### src/rtl/core/bcc_pkg.sv
// ----------------------------------------------------------------------------
// bcc_pkg
// Shared types and constants of the button click and hold classifier.
// ----------------------------------------------------------------------------
package bcc_pkg;

    localparam int TIME_W  = 32;
    localparam int CFG_W   = 16;
    localparam int EVENT_W = 3;
    localparam int INDEX_W = 2;

    localparam logic [INDEX_W-1:0] REG_DEBOUNCE   = 2'd0;
    localparam logic [INDEX_W-1:0] REG_CLICK_GAP  = 2'd1;
    localparam logic [INDEX_W-1:0] REG_SHORT_HOLD = 2'd2;
    localparam logic [INDEX_W-1:0] REG_LONG_HOLD  = 2'd3;

    localparam logic [CFG_W-1:0] DEBOUNCE_RST   = 16'd20;
    localparam logic [CFG_W-1:0] CLICK_GAP_RST  = 16'd400;
    localparam logic [CFG_W-1:0] SHORT_HOLD_RST = 16'd1200;
    localparam logic [CFG_W-1:0] LONG_HOLD_RST  = 16'd4000;

    localparam logic [EVENT_W-1:0] EV_NONE   = 3'd0;
    localparam logic [EVENT_W-1:0] EV_SINGLE = 3'd1;
    localparam logic [EVENT_W-1:0] EV_DOUBLE = 3'd2;
    localparam logic [EVENT_W-1:0] EV_TRIPLE = 3'd3;
    localparam logic [EVENT_W-1:0] EV_SHORT  = 3'd4;
    localparam logic [EVENT_W-1:0] EV_LONG   = 3'd5;

    typedef struct packed {
        logic [CFG_W-1:0] debounce_time;
        logic [CFG_W-1:0] multi_click_gap;
        logic [CFG_W-1:0] short_hold_time;
        logic [CFG_W-1:0] long_hold_time;
    } bcc_cfg_t;

    typedef struct packed {
        logic              fire;
        logic              pressed;
        logic [TIME_W-1:0] now_ms;
    } bcc_step_t;

    typedef struct packed {
        logic [EVENT_W-1:0] event_res;
        logic               idle;
    } bcc_stat_t;

endpackage

### src/rtl/core/bcc_ifs.sv
// ----------------------------------------------------------------------------
// bcc_ifs
// Stream interfaces for button polls and classified events.
// ----------------------------------------------------------------------------
interface bcc_poll_if;
    import bcc_pkg::*;

    logic              valid;
    logic              ready;
    logic              pressed;
    logic [TIME_W-1:0] now_ms;

    modport source (output valid, output pressed, output now_ms, input ready);
    modport sink (input valid, input pressed, input now_ms, output ready);
endinterface

interface bcc_event_if;
    import bcc_pkg::*;

    logic               valid;
    logic               ready;
    logic [EVENT_W-1:0] event_res;

    modport source (output valid, output event_res, input ready);
    modport sink (input valid, input event_res, output ready);
endinterface

### src/rtl/core/button_click_hold_classifier_unit.sv
// ----------------------------------------------------------------------------
// button_click_hold_classifier_unit
// Debounces push-button polls and classifies clicks and holds.
// ----------------------------------------------------------------------------
// Each word on the poll channel carries the raw button level and a
// free-running millisecond timestamp. Each poll yields exactly one word on
// the event channel: none, single, double or triple click, short or long hold.
// Polls are taken into an input register, classified by the phase machine once the
// result register can advance and written to the result register, which offers the
// event word. One poll per cycle is sustained while the event receiver is ready; the
// phase and timestamp registers update as each poll is classified. When the event
// receiver stalls, the result register holds its word and the input register can
// still take one more poll before poll ready falls. Reset clears both stages, returns
// the phase machine to idle with a zero timestamp and loads the default timing
// registers. The timing registers are written through cfg_we, cfg_index and cfg_data
// by the user only while no poll is in flight; the block itself does not enforce it.
// ----------------------------------------------------------------------------
module button_click_hold_classifier_unit
(
    input  logic                        clk,
    input  logic                        rst_n,
    bcc_poll_if.sink                    poll,
    bcc_event_if.source                 evt,
    input  logic                        cfg_we,
    input  logic [bcc_pkg::INDEX_W-1:0] cfg_index,
    input  logic [bcc_pkg::CFG_W-1:0]   cfg_data
);
    import bcc_pkg::*;

    bcc_cfg_t  cfg;
    bcc_step_t step;
    bcc_stat_t stat;

    logic               in_valid_reg;
    logic               in_valid_next;
    logic               in_pressed_reg;
    logic [TIME_W-1:0]  in_now_reg;
    logic               res_valid_reg;
    logic               res_valid_next;
    logic [EVENT_W-1:0] res_event_reg;
    logic               advance;
    logic               take;

    assign advance    = !res_valid_reg || evt.ready;
    assign poll.ready = !in_valid_reg || advance;
    assign take       = poll.valid && poll.ready;

    always_comb
    begin
        in_valid_next = in_valid_reg;
        if (take)
        begin
            in_valid_next = 1'b1;
        end
        else if (advance)
        begin
            in_valid_next = 1'b0;
        end
        res_valid_next = advance ? in_valid_reg : res_valid_reg;
    end

    always_ff @(posedge clk or negedge rst_n)
    begin
        if (!rst_n)
        begin
            in_valid_reg  <= 1'b0;
            res_valid_reg <= 1'b0;
        end
        else
        begin
            in_valid_reg  <= in_valid_next;
            res_valid_reg <= res_valid_next;
        end
    end

    always_ff @(posedge clk)
    begin
        if (take)
        begin
            in_pressed_reg <= poll.pressed;
            in_now_reg     <= poll.now_ms;
        end
        if (advance && in_valid_reg)
        begin
            res_event_reg <= stat.event_res;
        end
    end

    assign step.fire    = advance && in_valid_reg;
    assign step.pressed = in_pressed_reg;
    assign step.now_ms  = in_now_reg;

    bcc_cfg_regs u_cfg_regs
    (
        .clk       (clk),
        .rst_n     (rst_n),
        .cfg_we    (cfg_we),
        .cfg_index (cfg_index),
        .cfg_data  (cfg_data),
        .cfg       (cfg)
    );

    bcc_fsm u_fsm
    (
        .clk   (clk),
        .rst_n (rst_n),
        .cfg   (cfg),
        .step  (step),
        .stat  (stat)
    );

    assign evt.valid     = res_valid_reg;
    assign evt.event_res = res_event_reg;

    a_ready_low_means_full: assert property (@(posedge clk) disable iff (!rst_n)
        !poll.ready |-> (in_valid_reg && res_valid_reg))
        else $error("poll ready low with a free stage");

    a_step_fills_result: assert property (@(posedge clk) disable iff (!rst_n)
        step.fire |=> res_valid_reg)
        else $error("classified poll did not reach the result register");

    a_click_returns_idle: assert property (@(posedge clk) disable iff (!rst_n)
        (step.fire && (stat.event_res == EV_SINGLE || stat.event_res == EV_DOUBLE
            || stat.event_res == EV_TRIPLE)) |=> stat.idle)
        else $error("click event did not return the phase machine to idle");

    a_event_from_busy: assert property (@(posedge clk) disable iff (!rst_n)
        (stat.event_res != EV_NONE) |-> !stat.idle)
        else $error("event raised from the idle phase");

endmodule

### src/rtl/core/bcc_cfg_regs.sv
// ----------------------------------------------------------------------------
// bcc_cfg_regs
// Timing registers of the classifier, written through a plain write port.
// ----------------------------------------------------------------------------
module bcc_cfg_regs
(
    input  logic                    clk,
    input  logic                    rst_n,
    input  logic                    cfg_we,
    input  logic [bcc_pkg::INDEX_W-1:0] cfg_index,
    input  logic [bcc_pkg::CFG_W-1:0]   cfg_data,
    output bcc_pkg::bcc_cfg_t       cfg
);
    import bcc_pkg::*;

    bcc_cfg_t cfg_reg;
    bcc_cfg_t cfg_next;

    always_comb
    begin
        cfg_next = cfg_reg;
        if (cfg_we)
        begin
            unique case (cfg_index)
                REG_DEBOUNCE:   cfg_next.debounce_time   = cfg_data;
                REG_CLICK_GAP:  cfg_next.multi_click_gap = cfg_data;
                REG_SHORT_HOLD: cfg_next.short_hold_time = cfg_data;
                REG_LONG_HOLD:  cfg_next.long_hold_time  = cfg_data;
                default:        cfg_next = cfg_reg;
            endcase
        end
    end

    always_ff @(posedge clk or negedge rst_n)
    begin
        if (!rst_n)
        begin
            cfg_reg.debounce_time   <= DEBOUNCE_RST;
            cfg_reg.multi_click_gap <= CLICK_GAP_RST;
            cfg_reg.short_hold_time <= SHORT_HOLD_RST;
            cfg_reg.long_hold_time  <= LONG_HOLD_RST;
        end
        else
        begin
            cfg_reg <= cfg_next;
        end
    end

    assign cfg = cfg_reg;

endmodule

### src/rtl/core/bcc_fsm.sv
// ----------------------------------------------------------------------------
// bcc_fsm
// Phase register, press and release timestamp and the classification logic for one poll.
// ----------------------------------------------------------------------------
module bcc_fsm
(
    input  logic               clk,
    input  logic               rst_n,
    input  bcc_pkg::bcc_cfg_t  cfg,
    input  bcc_pkg::bcc_step_t step,
    output bcc_pkg::bcc_stat_t stat
);
    import bcc_pkg::*;

    localparam logic [3:0] PH_IDLE        = 4'd0;
    localparam logic [3:0] PH_DEBOUNCE    = 4'd1;
    localparam logic [3:0] PH_PRESSED     = 4'd2;
    localparam logic [3:0] PH_REL_WAIT    = 4'd3;
    localparam logic [3:0] PH_SECOND      = 4'd4;
    localparam logic [3:0] PH_REL_WAIT2   = 4'd5;
    localparam logic [3:0] PH_THIRD       = 4'd6;
    localparam logic [3:0] PH_AFTER_SHORT = 4'd7;
    localparam logic [3:0] PH_AFTER_LONG  = 4'd8;

    logic [3:0]         phase_reg;
    logic [3:0]         phase_next;
    logic [TIME_W-1:0]  mark_reg;
    logic [TIME_W-1:0]  mark_next;
    logic [EVENT_W-1:0] event_next;
    logic [TIME_W-1:0]  elapsed;
    logic               debounce_done;
    logic               gap_done;
    logic               short_done;
    logic               long_done;

    // Elapsed time wraps modulo 2^32, so a timestamp going backwards reads as very long.
    assign elapsed       = step.now_ms - mark_reg;
    assign debounce_done = elapsed >= {{(TIME_W-CFG_W){1'b0}}, cfg.debounce_time};
    assign gap_done      = elapsed >= {{(TIME_W-CFG_W){1'b0}}, cfg.multi_click_gap};
    assign short_done    = elapsed >= {{(TIME_W-CFG_W){1'b0}}, cfg.short_hold_time};
    assign long_done     = elapsed >= {{(TIME_W-CFG_W){1'b0}}, cfg.long_hold_time};

    always_comb
    begin
        phase_next = phase_reg;
        mark_next  = mark_reg;
        event_next = EV_NONE;
        unique case (phase_reg)
            PH_DEBOUNCE:
            begin
                if (!step.pressed)
                begin
                    phase_next = PH_IDLE;
                end
                else if (debounce_done)
                begin
                    phase_next = PH_PRESSED;
                    mark_next  = step.now_ms;
                end
            end
            PH_PRESSED:
            begin
                if (!step.pressed)
                begin
                    phase_next = PH_REL_WAIT;
                    mark_next  = step.now_ms;
                end
                else if (long_done)
                begin
                    event_next = EV_LONG;
                    phase_next = PH_AFTER_LONG;
                end
                else if (short_done)
                begin
                    event_next = EV_SHORT;
                    phase_next = PH_AFTER_SHORT;
                end
            end
            PH_REL_WAIT:
            begin
                if (step.pressed)
                begin
                    phase_next = PH_SECOND;
                    mark_next  = step.now_ms;
                end
                else if (gap_done)
                begin
                    event_next = EV_SINGLE;
                    phase_next = PH_IDLE;
                end
            end
            PH_SECOND:
            begin
                if (!step.pressed)
                begin
                    phase_next = PH_REL_WAIT2;
                    mark_next  = step.now_ms;
                end
            end
            PH_REL_WAIT2:
            begin
                if (step.pressed)
                begin
                    phase_next = PH_THIRD;
                end
                else if (gap_done)
                begin
                    event_next = EV_DOUBLE;
                    phase_next = PH_IDLE;
                end
            end
            PH_THIRD:
            begin
                if (!step.pressed)
                begin
                    event_next = EV_TRIPLE;
                    phase_next = PH_IDLE;
                end
            end
            PH_AFTER_SHORT:
            begin
                if (long_done)
                begin
                    event_next = EV_LONG;
                    phase_next = PH_AFTER_LONG;
                end
                else if (!step.pressed)
                begin
                    phase_next = PH_IDLE;
                end
            end
            PH_AFTER_LONG:
            begin
                if (!step.pressed)
                begin
                    phase_next = PH_IDLE;
                end
            end
            default:
            begin
                if (step.pressed)
                begin
                    mark_next  = step.now_ms;
                    phase_next = PH_DEBOUNCE;
                end
                else
                begin
                    phase_next = PH_IDLE;
                end
            end
        endcase
    end

    always_ff @(posedge clk or negedge rst_n)
    begin
        if (!rst_n)
        begin
            phase_reg <= PH_IDLE;
            mark_reg  <= '0;
        end
        else if (step.fire)
        begin
            phase_reg <= phase_next;
            mark_reg  <= mark_next;
        end
    end

    assign stat.event_res = event_next;
    assign stat.idle      = (phase_reg == PH_IDLE);

endmodule
### src/flat_wrapper.sv
// flat-port wrapper written by rule: the top's interface ports become plain ports
module button_click_hold_classifier_unit_flat import bcc_pkg::*;
  (clk, rst_n, cfg_we, cfg_index, cfg_data, poll_valid, poll_pressed, poll_now_ms, poll_ready, evt_valid, evt_event_res, evt_ready);
  bcc_poll_if poll_i ();
  bcc_event_if evt_i ();
  input  logic clk;
  input  logic rst_n;
  input  logic cfg_we;
  input  logic [bcc_pkg::INDEX_W-1:0] cfg_index;
  input  logic [bcc_pkg::CFG_W-1:0] cfg_data;
  input wire logic [$bits(poll_i.valid)-1:0] poll_valid;
  input wire logic [$bits(poll_i.pressed)-1:0] poll_pressed;
  input wire logic [$bits(poll_i.now_ms)-1:0] poll_now_ms;
  output wire logic [$bits(poll_i.ready)-1:0] poll_ready;
  output wire logic [$bits(evt_i.valid)-1:0] evt_valid;
  output wire logic [$bits(evt_i.event_res)-1:0] evt_event_res;
  input wire logic [$bits(evt_i.ready)-1:0] evt_ready;
  assign poll_i.valid = poll_valid;
  assign poll_i.pressed = poll_pressed;
  assign poll_i.now_ms = poll_now_ms;
  assign poll_ready = poll_i.ready;
  assign evt_valid = evt_i.valid;
  assign evt_event_res = evt_i.event_res;
  assign evt_i.ready = evt_ready;
  button_click_hold_classifier_unit u_core (.clk(clk), .rst_n(rst_n), .poll(poll_i), .evt(evt_i), .cfg_we(cfg_we), .cfg_index(cfg_index), .cfg_data(cfg_data));
endmodule
### config.mk
export PLATFORM = sky130hd
export DESIGN_NAME = button_click_hold_classifier_unit_flat
export DESIGN_NICKNAME = d
export VERILOG_FILES = /design/src/rtl/core/bcc_pkg.sv /design/src/rtl/core/bcc_ifs.sv /design/src/rtl/core/button_click_hold_classifier_unit.sv /design/src/rtl/core/bcc_cfg_regs.sv /design/src/rtl/core/bcc_fsm.sv /design/src/flat_wrapper.sv
export SDC_FILE = /design/constraint.sdc
export NUM_CORES = 1
export LEC_CHECK = 0
export BUFFER_PORTS_ARGS = -buffer_cell sky130_fd_sc_hd__buf_4
export CORE_MARGIN = 2
export CORE_UTILIZATION = 52
export CTS_BUF_LIST = sky130_fd_sc_hd__clkbuf_16
export CTS_CLUSTER_SIZE = 25
export DETAILED_ROUTE_END_ITERATION = 16
export GPL_TIMING_DRIVEN = 1
export PLACE_DENSITY = 0.74
export SLEW_MARGIN = 20
export SYNTH_ARGS = -nofsm -noshare
export SYNTH_HDL_FRONTEND = slang
export SYNTH_SLANG_ARGS = --single-unit
export TNS_END_PERCENT = 10
### constraint.sdc
create_clock -name clk -period 5.6 [get_ports clk]
set_input_delay 1.12 -clock clk [delete_from_list [all_inputs] [get_ports clk]]
set_output_delay 1.12 -clock clk [all_outputs]
set_load 0.02 [all_outputs]
# Word-level counts from Yosys, hierarchy flattened
# Index checks and enable logic that the tools add are counted.
[op_classes]
n_addsub = 1
order_cmp = 4
eq_ne = 17
muxes = 30
bitwise = 1
reduce_logical = 18
[op_table]
columns = ["cell", "count"]
rows = [
  ["$ge A32 B16 Y1", 4],
  ["$mux W32", 4],
  ["$pmux W32 S3", 1],
  ["$mux W4", 11],
  ["$sub A32 B32 Y32", 1],
  ["$pmux W4 S7", 1],
  ["$eq A4 B3 Y1 const B", 4],
  ["$pmux W3 S5", 1],
  ["$mux W3", 4],
  ["$eq A4 B2 Y1 const B", 2],
  ["$reduce_and A2 Y1", 4],
  ["$mux W2", 3],
  ["$ne A2 B2 Y1 const B", 3],
  ["$reduce_and A6 Y1", 1],
  ["$mux W1", 5],
  ["$eq A2 B2 Y1 const B", 2],
  ["$eq A4 B1 Y1 const B", 1],
  ["$eq A4 B4 Y1 const B", 1],
  ["$ne A4 B4 Y1 const B", 1],
  ["$reduce_and A4 Y1", 1],
  ["$reduce_bool A2 Y1", 2],
  ["$reduce_or A2 Y1", 2],
  ["$reduce_or A4 Y1", 1],
  ["$ne A3 B3 Y1 const B", 1],
  ["7 further kinds", 10],
]
[word_totals]
reg_bits = 138
input_bits = 56
elab_cells = 82

# Longest topological paths before layout
[logic_depth]
word_depth = 6
mapped_depth = 22
depth_no_buf = 22

# Hierarchy
# A second synthesis with hierarchy kept.
[hier_totals]
hier_cells = 894
area_unflattened_um2 = 9300.2
[modules_own_cells]
columns = ["module", "instances", "cells_each", "area_each_um2", "seq_area_each_um2"]
rows = [
  ["bcc_fsm", 1, 714, 5685.5, 900.9],
  ["bcc_cfg_regs", 1, 136, 2429.8, 1620.3],
  ["button_click_hold_classifier_unit", 1, 44, 1184.9, 1131.1],
]

# Worst setup path before layout
# No wires, ideal clock.
[synth_path]
path_type = "reg2reg"
start = "register u_core.in_now_reg[4]"
end = "register u_core.u_fsm.phase_reg[2]"
setup_time_ns = 0.124
t_arrival_ns = 4.230
required_time_ns = 5.476
path_slack_ns = 1.246
stages_incl_launch_ff = 21
n_path_buf = 0
cell_sequence = "edfxtp_1 ha_1 a21o_1 a31o_2 o21a_1 nor2_1 a21oi_1 o21ai_0 nand2b_1 xor2_1 ha_1 a21oi_1 o21ai_0 or4_1 o21ai_0 a31o_2 nand3_1 or4_4 nand2_1 a211oi_1 a211o_1"
[synth_via]
elab_chain_len = 5
elab_cells_between_ends = 15
cone_classes = "add/sub (1); order compare (4); eq/ne (2); mux (7); reduce/logical (1)"
[synth_rtl]
columns = ["element", "line", "text"]
rows = [
  ["start, declared", "button_click_hold_classifier_unit.sv:37", "logic [TIME_W-1:0] in_now_reg;"],
  ["start signal, assigned", "button_click_hold_classifier_unit.sv:81", "in_now_reg <= poll.now_ms;"],
  ["$sub A32 B32 Y32 (*)", "bcc_fsm.sv:37", "assign elapsed = step.now_ms - mark_reg;"],
  ["$ge A32 B16 Y1 (on tied branches)", "bcc_fsm.sv:39, bcc_fsm.sv:41", ""],
  ["$mux W4 (on tied branches) (2 in series)", "n/a", ""],
  ["$pmux W4 S7", "bcc_fsm.sv:48", "unique case (phase_reg)"],
  ["end signal, assigned", "bcc_fsm.sv:163", "phase_reg <= phase_next;"],
  ["end, declared", "bcc_fsm.sv:25", "logic [3:0] phase_reg;"],
]
# Mark *: on every way between the ends. The rest lies on a longest branch, timed or not.
# A chain may end at the register's enable or synchronous reset.

# Worst setup path after layout
[layout_path]
start = "register u_core.in_now_reg[4]"
end = "register u_core.u_fsm.phase_reg[1]"
# Same word-level chain as after synthesis.

==> metrics.md <==
| Metric | Value |
|---|---|
| Status | finished, final reports clean |
| TritonCTS Buffers | 17 |
| Area after DPL | 9680 µm² |
| Core area | ~17000 µm² |
| Cell row count | 48 |
| Vias/cell | 5.78 |
| Setup slack after layout | ~0.36 ns |
| Largest register FFs | between 60 and 70 |
| GR Overflow Total | 0 |
| Pwr dens | approximately 600 nW/µm² |
| Met2 global-route usage | ~37% |
| WS Path Type | flop to flop |
| # clock sinks | about 140 |
| Mean post-synth cell area | 9.55 µm² |
| Max-slew violation count | 0 |
| RSZ-0062 raised after global routing | false |
| Yosys reg bits | 138 |
| Synth Cell Area | 9020 µm² |
| Hold-fix buffers, CTS | 0 |
| CP startpoint kind | flop |
| Post-CTS Resized | 0 |
| Fmax | ~190 MHz |
| Post-synthesis cell count | 945 |
| DRC Markers | 0 |
| VDD IR max | 347 µV |
| Vias in the first global route | between 6000 and 7000 |
| Min Tclk post-route | between 5 and 6 ns |
| Synth Net Count | roughly 1100 |
| Clk slew on worst S/H paths | about 0.060 ns |
| Largest net degree at the start of global routing | 59 |
| CP max FO | 7 |
| Final core utilization | 60.2% |
| R2R depth | 20 |
| Crit share post-route | approximately 94% |
| Via count | a little over 7000 |
| Htree depth | 4 |
| WL/cell | between 15 and 20 µm |
| Grt peak-use layer | met2 |
| Worst-margin pin slew | ~1.0 ns |
| Hold WC Path Type | flop to flop |
| Die width | 136 µm |
| M1 GR Usage | between 30% and 40% |
| Most used flip-flop cell after synthesis | dfrtp_1 |
| Hold Fails Final Rpt | 0 |
| CTS Root Cell | clkbuf_16 |
| Static Leak | between 0.004 and 0.005 µW |
| First-pass GRT wire length | ~34000 µm |
| Antenna Cells | 0 |
| Setup bufs post-CTS | 0 |
| Dpl hpwl | about 15000 µm |
| Async S/R FF share, synth | between 70% and 80% |
| Pre-CTS WS | between 0.5 and 0.6 ns |
| CTS tree | built |
| Global placement routability congestion | between 0.9 and 1 |
| Library cells used by synthesis | 76 |
| Post-Route Setup TNS | 0 ns |
| Die area | between 15000 and 20000 µm² |
| Initial antenna violation count | 0 |
| Area Growth Syn to Fin | 14.2% |
| Antenna viol nets, final | 0 |
| Fin Clk Skew | around 0.0086 ns |
| IO Port Bufs | 60 |
| Max Cap Violations | 0 |
| Worst skew pair latency | ~0.43 ns |
| Synth warn | 0 |
| CTS Buffer Depth | 2 |
| Global Route Usage Sum | 23.6% |
| Layout cells sized above 1 | about 18% |
| Placed cell count | between 1000 and 1500 |
| Critical Path RT | 5.91 ns |
| First drt pass iteration count | 5 |
| Drt initial violations | 567 |
| Cell Count, Final, Fillers Out | around 1200 |
| Hold Path Cell Cnt | 1 |
| Final wirelength | ~21000 µm |
| Post-synthesis sequential area ratio | between 40% and 50% |
| Met3 usage | under 10% |
| Max-slew headroom | between 30 and 40% |
| Starting Density | 52.7% |
| Worst EP arrival | approximately 5.6 ns |
| Die H | roughly 140 µm |
| Final net count | roughly 1200 |
| Setup-failing EPs final | 0 |
| Post-synth EDFFs | 36 |
| Crit. End Element | flop |
| IO Pins | between 60 and 70 |
| Fin area | around 10000 µm² |
-- where the power goes --
group / leakage [µW] / switching, µW / total (µW) / internal [µW]
sequential: 0.00155 / 139 / 1430 / 1290
combinational: 0.00281 / 2150 / 3560 / 1410
clock: 0.000312 / 448 / 1210 / 765
-- area by class of cell --
type                       count  area (µm²)
clock buffer                  18         450
clock inverter                14         179
fill                        1430        6810
inverter                     110         413
multi-input combinational    667        4850
sequential                   138        3650
tap                          225         282
timing repair buffer          64         480
-- per-layer routing --
layer  up-vias  share of wire, %
li1       3508                 -
met5         -                 0
met4         0               2.2
met3        35               4.2
met2       190                45
met1      3416                48
-- synth_stat cells, types with 3 or more instances --
cell | n | area share (%)
o21ai_1 | 34 | 1.9
nand3_1 | 19 | 1.1
a2111oi_0 | 4 | 0.39
dfstp_2 | 15 | 4.4
o21a_1 | 9 | 0.75
a31o_2 | 4 | 0.39
a31oi_1 | 6 | 0.42
nand3b_1 | 4 | 0.33
nor4b_1 | 3 | 0.29
or4_1 | 3 | 0.25
nor2b_1 | 9 | 0.62
dfrtp_1 | 87 | 24
nand2_1 | 101 | 4.2
o31ai_1 | 3 | 0.25
and3_1 | 4 | 0.28
xnor2_1 | 9 | 0.87
nor2_1 | 38 | 1.6
edfxtp_1 | 36 | 12
mux2_2 | 51 | 6.4
o211a_1 | 4 | 0.44
inv_1 | 109 | 4.5
a21o_1 | 20 | 1.7
nand2b_1 | 12 | 0.83
o22ai_1 | 4 | 0.28
buf_2 | 8 | 0.44
nand4_1 | 17 | 1.2
ha_1 | 95 | 13
xor2_1 | 9 | 0.87
o21bai_1 | 6 | 0.50
and2_1 | 5 | 0.35
o211ai_1 | 10 | 0.83
o21ai_0 | 44 | 2.4
a221oi_1 | 3 | 0.29
o31a_1 | 3 | 0.29
clkbuf_1 | 20 | 0.83
mux2i_1 | 5 | 0.55
a211oi_1 | 11 | 0.92
a211o_1 | 3 | 0.29
nor3_1 | 19 | 1.1
a21oi_2 | 3 | 0.29
a21oi_1 | 51 | 2.8
-- per-stage QoR --
step	hold WS, ns	power, µW
2_1_floorplan	0.457	4040
3_3_place_gp	0.468	4850
3_5_place_dp	0.482	4910
4_1_cts	0.489	6180
5_1_grt	0.516	6720
6_report	0.489	6200
-- path summary, 6_finish.rpt --
kind	endpoint	startpoint	slack [ns]
min	u_core.evt.valid	u_core.in_valid_reg	0.49
min reg2reg	u_core.evt.valid	u_core.in_valid_reg	0.49
max	u_core.u_fsm.phase_reg[1]	u_core.in_now_reg[4]	0.36
max reg2reg	u_core.u_fsm.phase_reg[1]	u_core.in_now_reg[4]	0.36
max in group asynchronous	u_core.u_cfg_regs.cfg[63]	rst_n	3.71
min in group asynchronous	u_core.u_cfg_regs.cfg[32]	rst_n	0.70
-- critical path, cell delays in order, from the launching register on --
cell	delay [ns]
edfxtp_1	0.39
ha_1	0.37
a21o_1	0.23
a31o_2	0.25
o21a_1	0.21
nor2_1	0.16
a21oi_1	0.11
o21ai_0	0.17
nand2b_1	0.08
xor2_1	0.35
ha_1	0.33
a21oi_1	0.14
o21ai_0	0.19
or4_1	0.51
o21ai_0	0.48
a31o_2	0.25
nand3_1	0.07
or4_4	0.44
nand3_2	0.16
nor2_1	0.05
o32a_1	0.17
-- layout by cell type, fill, tap and decap left out, types with 4 or more instances in the layout --
master,synthesis,routed
inv_1,109,111
nand2_1,101,101
ha_1,95,95
dfrtp_1,87,87
buf_4,2,64
a21oi_1,51,51
mux2_2,51,51
o21ai_0,44,44
nor2_1,38,38
edfxtp_1,36,36
o21ai_1,34,34
a21o_1,20,20
nor3_1,19,19
nand3_1,19,19
clkbuf_16,0,18
nand4_1,17,17
dfstp_2,15,15
nand2b_1,12,12
a211oi_1,11,11
o211ai_1,10,10
o21a_1,9,9
nor2b_1,9,9
xor2_1,9,9
xnor2_1,9,9
o21bai_1,6,6
a31oi_1,6,5
and2_1,5,5
mux2i_1,5,5
a31o_2,4,4
o211a_1,4,4
a2111oi_0,4,4
nand3b_1,4,4
o22ai_1,4,4
and3_1,4,4
bufinv_16,0,4
-- cells by family (layout without fill, tap and decap cells) --
logic type	Yosys count	in the layout	synth area share, %
mux	56	56	6.92
fa+ha+maj	96	96	13.4
flops	138	138	40.5
simple gates	247	247	13.2
xor+xnor	18	18	1.75
compound gates	250	250	18.2
buf+inv	140	206	6.02
Power figures use the tool's default switching activity.
